==> src/rtl/core/qepv_pkg.sv <==
// ----------------------------------------------------------------------------
// qepv_pkg
// shared types and constants for the quadrature encoder position/velocity core
// ----------------------------------------------------------------------------
package qepv_pkg;

    // item kinds
    localparam logic [1:0] MODE_PIN   = 2'd0;
    localparam logic [1:0] MODE_CLEAR = 2'd1;
    localparam logic [1:0] MODE_TICK  = 2'd2;

    // configuration register indexes
    localparam logic CFG_COUNTS_PER_REV = 1'b0;
    localparam logic CFG_WINDOW_MS      = 1'b1;

    // register reset values
    localparam logic [15:0] CPR_RESET = 16'd1560;
    localparam logic [9:0]  WIN_RESET = 10'd200;

    // arithmetic constants
    localparam logic [19:0] DEG_PER_REV = 20'd360;
    localparam int          MS_PER_S    = 1000;

    typedef enum logic [2:0] {
        ST_IDLE,
        ST_POS_SETUP,
        ST_K_DIV,
        ST_SPD_MUL,
        ST_SPD_DIV,
        ST_POS_MUL,
        ST_POS_DIV,
        ST_OUT
    } qepv_state_t;

endpackage

==> src/rtl/core/qepv_in_if.sv <==
// ----------------------------------------------------------------------------
// qepv_in_if
// input channel: one encoder transaction (pin sample, clear or tick)
// ----------------------------------------------------------------------------
interface qepv_in_if;
    logic       valid;
    logic       ready;
    logic [1:0] mode;
    logic       chan_a;
    logic       chan_b;

    modport source (output valid, output mode, output chan_a, output chan_b, input ready);
    modport sink   (input valid, input mode, input chan_a, input chan_b, output ready);
endinterface

==> src/rtl/core/qepv_out_if.sv <==
// ----------------------------------------------------------------------------
// qepv_out_if
// result channel: position, velocity and counter state after one transaction
// ----------------------------------------------------------------------------
interface qepv_out_if;
    logic               valid;
    logic               ready;
    logic signed [31:0] position_deg;
    logic        [31:0] velocity_rpm_q4;
    logic        [15:0] raw_count;
    logic signed [15:0] wrap_count;
    logic               window_done;

    modport source (output valid, output position_deg, output velocity_rpm_q4,
                    output raw_count, output wrap_count, output window_done,
                    input ready);
    modport sink   (input valid, input position_deg, input velocity_rpm_q4,
                    input raw_count, input wrap_count, input window_done,
                    output ready);
endinterface

==> src/rtl/core/quadrature_encoder_position_velocity_core.sv <==
// ----------------------------------------------------------------------------
// quadrature_encoder_position_velocity_core
// x4 quadrature decoder with wrap count, degree position and windowed rpm
// ----------------------------------------------------------------------------
// One transaction in gives one transaction out. The core holds ready low while
// it works on a transaction; a finished result sits in the output register so
// the next transaction can be taken while it waits. Multiply and divide run
// on one shared adder: shift-add multiply (one multiplier bit a cycle,
// stopping when the remaining bits are zero) and restoring divide (one
// quotient bit a cycle, NW = max(COUNTER_BITS+24, 51) steps, 51 at the
// default). Every transaction runs the position steps: setup, multiply of
// the count magnitude by 360, divide by counts_per_rev, then output. A tick
// that closes a velocity window first runs 1000/window_ms through the
// divider, multiplies the count delta by 960*(1000/window_ms) and divides by
// counts_per_rev. Config writes are taken at any time but are meant for idle
// periods only.
// ----------------------------------------------------------------------------
module quadrature_encoder_position_velocity_core
    import qepv_pkg::*;
#(
    parameter int COUNTER_BITS = 16
)(
    input  logic        clk,
    input  logic        rst_n,
    input  logic        cfg_we,
    input  logic        cfg_addr,
    input  logic [15:0] cfg_data,
    qepv_in_if.sink     item,
    qepv_out_if.source  result
);

    // widths
    localparam int CB    = COUNTER_BITS;
    localparam int EW    = CB + 16;                      // extended count
    localparam int XW    = (EW > 32) ? EW : 32;          // sign-extended for mod 2^32
    localparam int NW    = (CB + 24 > 51) ? CB + 24 : 51; // shared datapath
    localparam int CNT_W = $clog2(NW + 1);
    localparam logic [NW-1:0] MS_NUM = NW'(MS_PER_S);

    // configuration registers
    logic [15:0] cpr_reg, cpr_next;
    logic [9:0]  win_reg, win_next;

    // encoder state
    logic [1:0]    pins_reg, pins_next;
    logic [CB-1:0] low_reg, low_next;
    logic [15:0]   wraps_reg, wraps_next;
    logic [31:0]   wstart_reg, wstart_next;
    logic [9:0]    tick_reg, tick_next;
    logic [31:0]   speed_reg, speed_next;
    logic          done_reg, done_next;

    // sequencer and shared unit
    qepv_state_t      state_reg, state_next;
    logic [NW-1:0]    a_reg, a_next;      // accumulator / dividend-quotient
    logic [NW-1:0]    b_reg, b_next;      // multiplicand
    logic [15:0]      r_reg, r_next;      // partial remainder
    logic [19:0]      m_reg, m_next;      // multiplier
    logic [CNT_W-1:0] cnt_reg, cnt_next;

    // output register
    logic        ov_reg, ov_next;
    logic [31:0] opos_reg, opos_next;
    logic [31:0] ospd_reg, ospd_next;
    logic [15:0] oraw_reg, oraw_next;
    logic [15:0] owrap_reg, owrap_next;
    logic        odone_reg, odone_next;

    // derived values
    logic [15:0]         cpr_eff;
    logic [9:0]          win_eff;
    logic signed [EW-1:0] ext_s;
    logic signed [XW-1:0] ext_x;
    logic [EW-1:0]       ext_mag;
    logic [31:0]         now_cnt;
    logic [31:0]         diff;
    logic [31:0]         diff_mag;
    logic [10:0]         tick_plus;
    logic                step_up;
    logic                step_dn;
    logic [1:0]          pins_in;
    logic [9:0]          k_ratio;

    // shared adder
    logic          is_div;
    logic [16:0]   div_t;
    logic [15:0]   div_den;
    logic [NW:0]   opa;
    logic [NW:0]   opb;
    logic [NW:0]   sum;
    logic          qbit;

    // position saturation
    logic [31:0] pos_sat;

    assign cpr_eff = (cpr_reg == 16'd0) ? 16'd1 : cpr_reg;
    assign win_eff = (win_reg == 10'd0) ? 10'd1 : win_reg;

    // extended count is just wraps on top of the low counter
    assign ext_s    = signed'({wraps_reg, low_reg});
    assign ext_x    = XW'(ext_s);
    assign ext_mag  = ext_s[EW-1] ? EW'(-ext_s) : EW'(ext_s);
    assign now_cnt  = ext_x[31:0];
    assign diff     = now_cnt - wstart_reg;
    assign diff_mag = diff[31] ? (32'd0 - diff) : diff;
    assign tick_plus = {1'b0, tick_reg} + 11'd1;
    assign k_ratio  = a_reg[9:0];

    // gray step decode: 0->2->3->1->0 counts up, the reverse counts down
    assign pins_in = {item.chan_a, item.chan_b};
    always_comb
    begin
        step_up = 1'b0;
        step_dn = 1'b0;
        unique case ({pins_reg, pins_in})
            4'b00_10, 4'b10_11, 4'b11_01, 4'b01_00: step_up = 1'b1;
            4'b00_01, 4'b01_11, 4'b11_10, 4'b10_00: step_dn = 1'b1;
            default: ;
        endcase
    end

    // shared unit: add for multiply, subtract-and-test for divide
    assign is_div  = (state_reg == ST_K_DIV) || (state_reg == ST_SPD_DIV) ||
                     (state_reg == ST_POS_DIV);
    assign div_t   = {r_reg, a_reg[NW-1]};
    assign div_den = (state_reg == ST_K_DIV) ? 16'(win_eff) : cpr_eff;
    assign opa     = is_div ? (NW+1)'(div_t) : {1'b0, a_reg};
    assign opb     = is_div ? ~((NW+1)'(div_den)) : {1'b0, b_reg};
    assign sum     = opa + opb + (NW+1)'(is_div);
    assign qbit    = ~sum[NW];

    // final quotient in a_reg is the degree magnitude
    always_comb
    begin
        if (ext_s[EW-1])
        begin
            if (a_reg[NW-1:31] != '0)
                pos_sat = 32'h8000_0000;
            else
                pos_sat = 32'd0 - a_reg[31:0];
        end
        else
        begin
            if (a_reg[NW-1:31] != '0)
                pos_sat = 32'h7FFF_FFFF;
            else
                pos_sat = a_reg[31:0];
        end
    end

    assign item.ready             = (state_reg == ST_IDLE);
    assign result.valid           = ov_reg;
    assign result.position_deg    = signed'(opos_reg);
    assign result.velocity_rpm_q4 = ospd_reg;
    assign result.raw_count       = oraw_reg;
    assign result.wrap_count      = signed'(owrap_reg);
    assign result.window_done     = odone_reg;

    always_comb
    begin
        cpr_next    = cpr_reg;
        win_next    = win_reg;
        pins_next   = pins_reg;
        low_next    = low_reg;
        wraps_next  = wraps_reg;
        wstart_next = wstart_reg;
        tick_next   = tick_reg;
        speed_next  = speed_reg;
        done_next   = done_reg;
        state_next  = state_reg;
        a_next      = a_reg;
        b_next      = b_reg;
        r_next      = r_reg;
        m_next      = m_reg;
        cnt_next    = cnt_reg;
        ov_next     = ov_reg;
        opos_next   = opos_reg;
        ospd_next   = ospd_reg;
        oraw_next   = oraw_reg;
        owrap_next  = owrap_reg;
        odone_next  = odone_reg;

        // config write port
        if (cfg_we)
        begin
            unique case (cfg_addr)
                CFG_COUNTS_PER_REV: cpr_next = cfg_data;
                CFG_WINDOW_MS:      win_next = cfg_data[9:0];
                default: ;
            endcase
        end

        if (result.valid && result.ready)
            ov_next = 1'b0;

        unique case (state_reg)
            ST_IDLE:
            begin
                if (item.valid)
                begin
                    done_next  = 1'b0;
                    state_next = ST_POS_SETUP;
                    unique case (item.mode)
                        MODE_PIN:
                        begin
                            pins_next = pins_in;
                            if (step_up)
                            begin
                                low_next = low_reg + CB'(1);
                                if (low_reg == '1)
                                    wraps_next = wraps_reg + 16'd1;
                            end
                            else if (step_dn)
                            begin
                                low_next = low_reg - CB'(1);
                                if (low_reg == '0)
                                    wraps_next = wraps_reg - 16'd1;
                            end
                        end
                        MODE_CLEAR:
                        begin
                            low_next = '0;
                        end
                        MODE_TICK:
                        begin
                            if (tick_plus < {1'b0, win_eff})
                            begin
                                tick_next = tick_plus[9:0];
                            end
                            else
                            begin
                                // window closes: delta magnitude waits in b,
                                // divider starts on 1000/window
                                tick_next   = '0;
                                done_next   = 1'b1;
                                wstart_next = now_cnt;
                                b_next      = NW'(diff_mag);
                                a_next      = MS_NUM;
                                r_next      = '0;
                                cnt_next    = CNT_W'(NW);
                                state_next  = ST_K_DIV;
                            end
                        end
                        default: ;
                    endcase
                end
            end

            ST_K_DIV:
            begin
                if (cnt_reg != '0)
                begin
                    a_next   = {a_reg[NW-2:0], qbit};
                    r_next   = qbit ? sum[15:0] : div_t[15:0];
                    cnt_next = cnt_reg - CNT_W'(1);
                end
                else
                begin
                    // scale = 960 * k = (k << 10) - (k << 6), i.e. 60 s/min * 16
                    m_next     = {k_ratio, 10'd0} - {4'd0, k_ratio, 6'd0};
                    a_next     = '0;
                    state_next = ST_SPD_MUL;
                end
            end

            ST_SPD_MUL, ST_POS_MUL:
            begin
                if (m_reg != '0)
                begin
                    if (m_reg[0])
                        a_next = sum[NW-1:0];
                    b_next = {b_reg[NW-2:0], 1'b0};
                    m_next = {1'b0, m_reg[19:1]};
                end
                else
                begin
                    r_next     = '0;
                    cnt_next   = CNT_W'(NW);
                    state_next = (state_reg == ST_SPD_MUL) ? ST_SPD_DIV : ST_POS_DIV;
                end
            end

            ST_SPD_DIV, ST_POS_DIV:
            begin
                if (cnt_reg != '0)
                begin
                    a_next   = {a_reg[NW-2:0], qbit};
                    r_next   = qbit ? sum[15:0] : div_t[15:0];
                    cnt_next = cnt_reg - CNT_W'(1);
                end
                else if (state_reg == ST_SPD_DIV)
                begin
                    speed_next = (a_reg[NW-1:32] != '0) ? 32'hFFFF_FFFF : a_reg[31:0];
                    state_next = ST_POS_SETUP;
                end
                else
                begin
                    state_next = ST_OUT;
                end
            end

            ST_POS_SETUP:
            begin
                b_next     = NW'(ext_mag);
                m_next     = DEG_PER_REV;
                a_next     = '0;
                state_next = ST_POS_MUL;
            end

            ST_OUT:
            begin
                if (!ov_reg || result.ready)
                begin
                    ov_next    = 1'b1;
                    opos_next  = pos_sat;
                    ospd_next  = speed_reg;
                    oraw_next  = 16'(low_reg);
                    owrap_next = wraps_reg;
                    odone_next = done_reg;
                    state_next = ST_IDLE;
                end
            end

            default:
            begin
                state_next = ST_IDLE;
            end
        endcase
    end

    // control state
    always_ff @(posedge clk or negedge rst_n)
    begin
        if (!rst_n)
        begin
            state_reg  <= ST_IDLE;
            cpr_reg    <= CPR_RESET;
            win_reg    <= WIN_RESET;
            pins_reg   <= '0;
            low_reg    <= '0;
            wraps_reg  <= '0;
            wstart_reg <= '0;
            tick_reg   <= '0;
            speed_reg  <= '0;
            ov_reg     <= 1'b0;
        end
        else
        begin
            state_reg  <= state_next;
            cpr_reg    <= cpr_next;
            win_reg    <= win_next;
            pins_reg   <= pins_next;
            low_reg    <= low_next;
            wraps_reg  <= wraps_next;
            wstart_reg <= wstart_next;
            tick_reg   <= tick_next;
            speed_reg  <= speed_next;
            ov_reg     <= ov_next;
        end
    end

    // datapath and output payload
    always_ff @(posedge clk)
    begin
        done_reg  <= done_next;
        a_reg     <= a_next;
        b_reg     <= b_next;
        r_reg     <= r_next;
        m_reg     <= m_next;
        cnt_reg   <= cnt_next;
        opos_reg  <= opos_next;
        ospd_reg  <= ospd_next;
        oraw_reg  <= oraw_next;
        owrap_reg <= owrap_next;
        odone_reg <= odone_next;
    end

    // a transaction taken in makes the core busy on the next cycle
    a_busy_after_accept: assert property (@(posedge clk) disable iff (!rst_n)
        item.valid && item.ready |=> !item.ready)
        else $error("input taken while previous transaction still in work");

    // a new result only appears from the output stage
    a_result_from_out: assert property (@(posedge clk) disable iff (!rst_n)
        $rose(result.valid) |-> $past(state_reg == ST_OUT))
        else $error("result raised outside the output stage");

    // partial remainder stays below the divisor during the speed and position divides
    a_rem_bound: assert property (@(posedge clk) disable iff (!rst_n)
        (state_reg == ST_SPD_DIV || state_reg == ST_POS_DIV) |-> (r_reg < cpr_eff))
        else $error("divider remainder out of range");

endmodule

==> src/flat_wrapper.sv <==
// flat-port wrapper written by rule: the top's interface ports become plain ports
module quadrature_encoder_position_velocity_core_flat import qepv_pkg::*;
#(
    parameter int COUNTER_BITS = 16
)
  (clk, rst_n, cfg_we, cfg_addr, cfg_data, item_valid, item_mode, item_chan_a, item_chan_b, item_ready, result_valid, result_position_deg, result_velocity_rpm_q4, result_raw_count, result_wrap_count, result_window_done, result_ready);
  qepv_in_if item_i ();
  qepv_out_if result_i ();
  input  logic clk;
  input  logic rst_n;
  input  logic cfg_we;
  input  logic cfg_addr;
  input  logic [15:0] cfg_data;
  input wire logic [$bits(item_i.valid)-1:0] item_valid;
  input wire logic [$bits(item_i.mode)-1:0] item_mode;
  input wire logic [$bits(item_i.chan_a)-1:0] item_chan_a;
  input wire logic [$bits(item_i.chan_b)-1:0] item_chan_b;
  output wire logic [$bits(item_i.ready)-1:0] item_ready;
  output wire logic [$bits(result_i.valid)-1:0] result_valid;
  output wire logic [$bits(result_i.position_deg)-1:0] result_position_deg;
  output wire logic [$bits(result_i.velocity_rpm_q4)-1:0] result_velocity_rpm_q4;
  output wire logic [$bits(result_i.raw_count)-1:0] result_raw_count;
  output wire logic [$bits(result_i.wrap_count)-1:0] result_wrap_count;
  output wire logic [$bits(result_i.window_done)-1:0] result_window_done;
  input wire logic [$bits(result_i.ready)-1:0] result_ready;
  assign item_i.valid = item_valid;
  assign item_i.mode = item_mode;
  assign item_i.chan_a = item_chan_a;
  assign item_i.chan_b = item_chan_b;
  assign item_ready = item_i.ready;
  assign result_valid = result_i.valid;
  assign result_position_deg = result_i.position_deg;
  assign result_velocity_rpm_q4 = result_i.velocity_rpm_q4;
  assign result_raw_count = result_i.raw_count;
  assign result_wrap_count = result_i.wrap_count;
  assign result_window_done = result_i.window_done;
  assign result_i.ready = result_ready;
  quadrature_encoder_position_velocity_core #(.COUNTER_BITS(COUNTER_BITS)) u_core (.clk(clk), .rst_n(rst_n), .cfg_we(cfg_we), .cfg_addr(cfg_addr), .cfg_data(cfg_data), .item(item_i), .result(result_i));
endmodule
==> config.mk <==
export PLATFORM = sky130hd
export DESIGN_NAME = quadrature_encoder_position_velocity_core_flat
export DESIGN_NICKNAME = d
export VERILOG_FILES = /design/src/rtl/core/qepv_pkg.sv /design/src/rtl/core/qepv_in_if.sv /design/src/rtl/core/qepv_out_if.sv /design/src/rtl/core/quadrature_encoder_position_velocity_core.sv /design/src/flat_wrapper.sv
export SDC_FILE = /design/constraint.sdc
export NUM_CORES = 1
export LEC_CHECK = 0
export BUFFER_PORTS_ARGS = -buffer_cell sky130_fd_sc_hd__buf_4
export CAP_MARGIN = 20
export CORE_MARGIN = 1.5
export CORE_UTILIZATION = 25
export CTS_BUF_LIST = sky130_fd_sc_hd__clkbuf_8
export CTS_CLUSTER_SIZE = 40
export DETAILED_ROUTE_END_ITERATION = 8
export GPL_TIMING_DRIVEN = 1
export MAX_ROUTING_LAYER = met4
export SLEW_MARGIN = 10
export SYNTH_ARGS = -nofsm -noshare
export SYNTH_HDL_FRONTEND = slang
export SYNTH_SLANG_ARGS = --single-unit
==> constraint.sdc <==
create_clock -name clk -period 6.4 [get_ports clk]
set_input_delay 0.32 -clock clk [delete_from_list [all_inputs] [get_ports clk]]
set_output_delay 0.32 -clock clk [all_outputs]
set_load 0.05 [all_outputs]
==> flow_summary.toml <==
[clock_tree]
ctsHoldBuffers = 20
post_cts_resized = 0
path_clk_slew_ns = 0.06
h-tree-depth = 3
cts_tree = "done"
cts_setup_buffers = 0
cts_sinks = 380
cts_root_buffer = "clkbuf_8"
numCtsBuffers = 69
cts_buffer_depth = 3
clkLatencyLatePin_ns = 0.69

[worst_setup_path]
reg2reg_depth = 19
arrival_ns = 6.18
required_ns = 6.83
critPathMaxFanout = 21
crit_type = "flop to flop"
start_kind = "flop"
endpoint_kind = "flop"
rrSetupSlack_ns = 0.64

[logic_synthesis]
ys_top_cells_by_count = "267 x nand2_1, 253 x o21ai_0, 242 x edfxtp_1, 155 x a21oi_1, 141 x nor2_1"
synth_top_area_frac = 0.300
ys_seq_elements = 380
avgSynthCellArea_um2 = 9.60
synth_edf_count = 242
yosys-top-cells-area = "edfxtp_1 30%, dfrtp_1 14%, ha_1 6.8%"
post-synth-top-count-cell = "nand2_1"
ys.flop_type = "edfxtp_1"
synth_top_area_cell = "edfxtp_1"
yosysUniqueCellTypes = 87
synth-seq-area-share = 0.443
netlist_instances = 2522
syn_nets = 2684
syn-cell-area_um2 = 24200
yosysWarnings = 0
async_reset_ff_frac = 0.363

[run_status]
status = "finished clean"

[pwr]
combPwrFrac = 0.277
cellPowerDensity_nw_per_um2 = 272
internal-power_mw = 5.01
clkPwrFrac = 0.288
ir_drop_mv = 0.144
p_seq_frac = 0.436
p_leak_nw = 11.6
swShare = 0.344
p_sw_mw = 2.63

[drt]
drc = 0
dr.pass1.iters = 5
wl_per_cell_um = 16.7
drt_iter0_drc = 1368
wl_um = 66300
num_vias = 19300
via_per_inst = 4.86
ant_nets = 0

[placement]
finalWeightedCongestion = 0.886
portBuffers = 124
place_inst = 3823
dp_hpwl_um = 48600

[sta]
finalHoldViolations = 0
setup_viol = 0
maxSlewHeadroom = 0.416
fin_crit_ns = 5.76
fmaxAchievable_mhz = 174
fin_crit_sh = 0.900
rsz0062_at_grt = "false"
fin_tns_setup_ns = 0
fin_skew_ns = 0.0443
worst_pin_slew_ns = 0.877
slew_violations = 0

[floorplanning]
io_pins = 125
floorplan.die_area_um2 = 98700
rows = 113
die_y_um = 314
initial_core_util = 0.254
die_w_um = 314
core_um2 = 95400

[layout]
layout-drive-gt1-share = 0.122
nets = 2813
final_cells = 3975
syn_to_final_growth_pct = 16.1

[hold_path]
hold_path.class = "primary input to flop"
min_path_cells = 3

[flow_run]
max_cap_violations = 0

[grt]
grt_max_degree = 80
grt_pass1_vias = 18500
grt_pass1_wl_um = 105000
grtUsageTotal = 0.137
grt-ovfl-total = 0
antenna_found_initial = 6
==> layer usage <==
metal  global-route usage  part of all wire  wire, um  vias up
met2                0.203              0.44     29200      442
met3               0.0229             0.052      3440       93
li1                     -                 -         -     9575
met4               0.0413             0.022      1430        0
met5                    -                 0         0        -
met1                0.189              0.49     32300     9217
==> power by group through the flow <==
stage / registers [mW] / clock network, mW / logic [mW]
after floorplan: 3.17 / 0 / 1.62
after global placement: 3.36 / 0 / 2.06
after detailed placement: 3.37 / 0 / 2.07
after CTS: 3.32 / 2.28 / 2.09
after global routing: 3.37 / 2.38 / 2.36
final: 3.33 / 2.20 / 2.12
==> final timing paths <==
path / startpoint / to
worst max-delay path: u_core.state_reg[2] / u_core.a_reg[36]
worst min-delay path: item_mode[1] / u_core.low_reg[3]
worst max register to register: u_core.state_reg[2] / u_core.a_reg[36]
worst min register to register: u_core.speed_reg[5] / u_core.result.velocity_rpm_q4[5]
max in group asynchronous: rst_n / u_core.speed_reg[22]
min in group asynchronous: rst_n / u_core.low_reg[4]
==> cell usage in the layout, fill, tap and decap left out, types with 31 or more instances in the layout <==
cell type    n
nand2_1    267
o21ai_0    253
edfxtp_1   242
buf_4      154
a21oi_1    153
nor2_1     137
ha_1       131
dfrtp_1    130
xnor2_1    122
inv_1      119
clkbuf_8    72
a21o_1      66
xor2_1      62
nand3_1     62
nand2b_1    58
and2_1      51
nor3_1      47
and3_1      45
o22a_1      36
mux2_2      33
a22oi_1     31
==> worst max-delay path, stage by stage (launching register included) <==
cell and delay, ns:
dfrtp_1 0.78, nor2_1 0.20, nor2_4 0.38, inv_2 0.26, a21oi_1 0.29, fa_1 0.24
inv_1 0.06, fa_1 0.39, a21o_1 0.20, a21oi_1 0.24, o21bai_1 0.11, a2111oi_0 0.63
nor2_1 0.27, a2111oi_2 0.41, buf_4 0.20, nor3_1 0.05, or2_2 0.33, a31oi_1 0.22
xor2_1 0.16, o21ai_0 0.08
==> cells by family after synthesis <==
group	after synthesis	share of synthesized area
and+or+nand+nor	807	0.166
AOI/OAI and AO/OA	762	0.200
DFF	380	0.443
xor gates and xnor gates	184	0.0666
muxes	39	0.0178
buffers and inverters	213	0.0339
adders and majority gates	137	0.0722
==> metrics by stage <==
step                      setup slack [ns]  hold WS [ns]  utilization  power [mW]  cell area (um^2)
after floorplan                       1.07        0.0244            -        4.80             24200
after global placement               0.783         0.416        0.279        5.43             26600
after detailed placement             0.658         0.412        0.279        5.43             26600
after CTS                            0.644        0.0425        0.294        7.69             28100
after global routing                 0.209        0.0731        0.295        8.11             28100
final                                0.643        0.0966        0.295        7.65             28100
==> final cells by class <==
cell class | count | area (um^2)
Antenna cell | 4 | 10.0
Inverter | 94 | 353
Sequential cell | 380 | 10700
Timing Repair Buffer | 177 | 1400
Clock buffer | 72 | 991
Tap cell | 1265 | 1580
Multi-Input combinational cell | 1929 | 12800
Fill cell | 10100 | 67300
Clock inverter | 54 | 302
No activity file was read; power rests on OpenSTA's default activity.
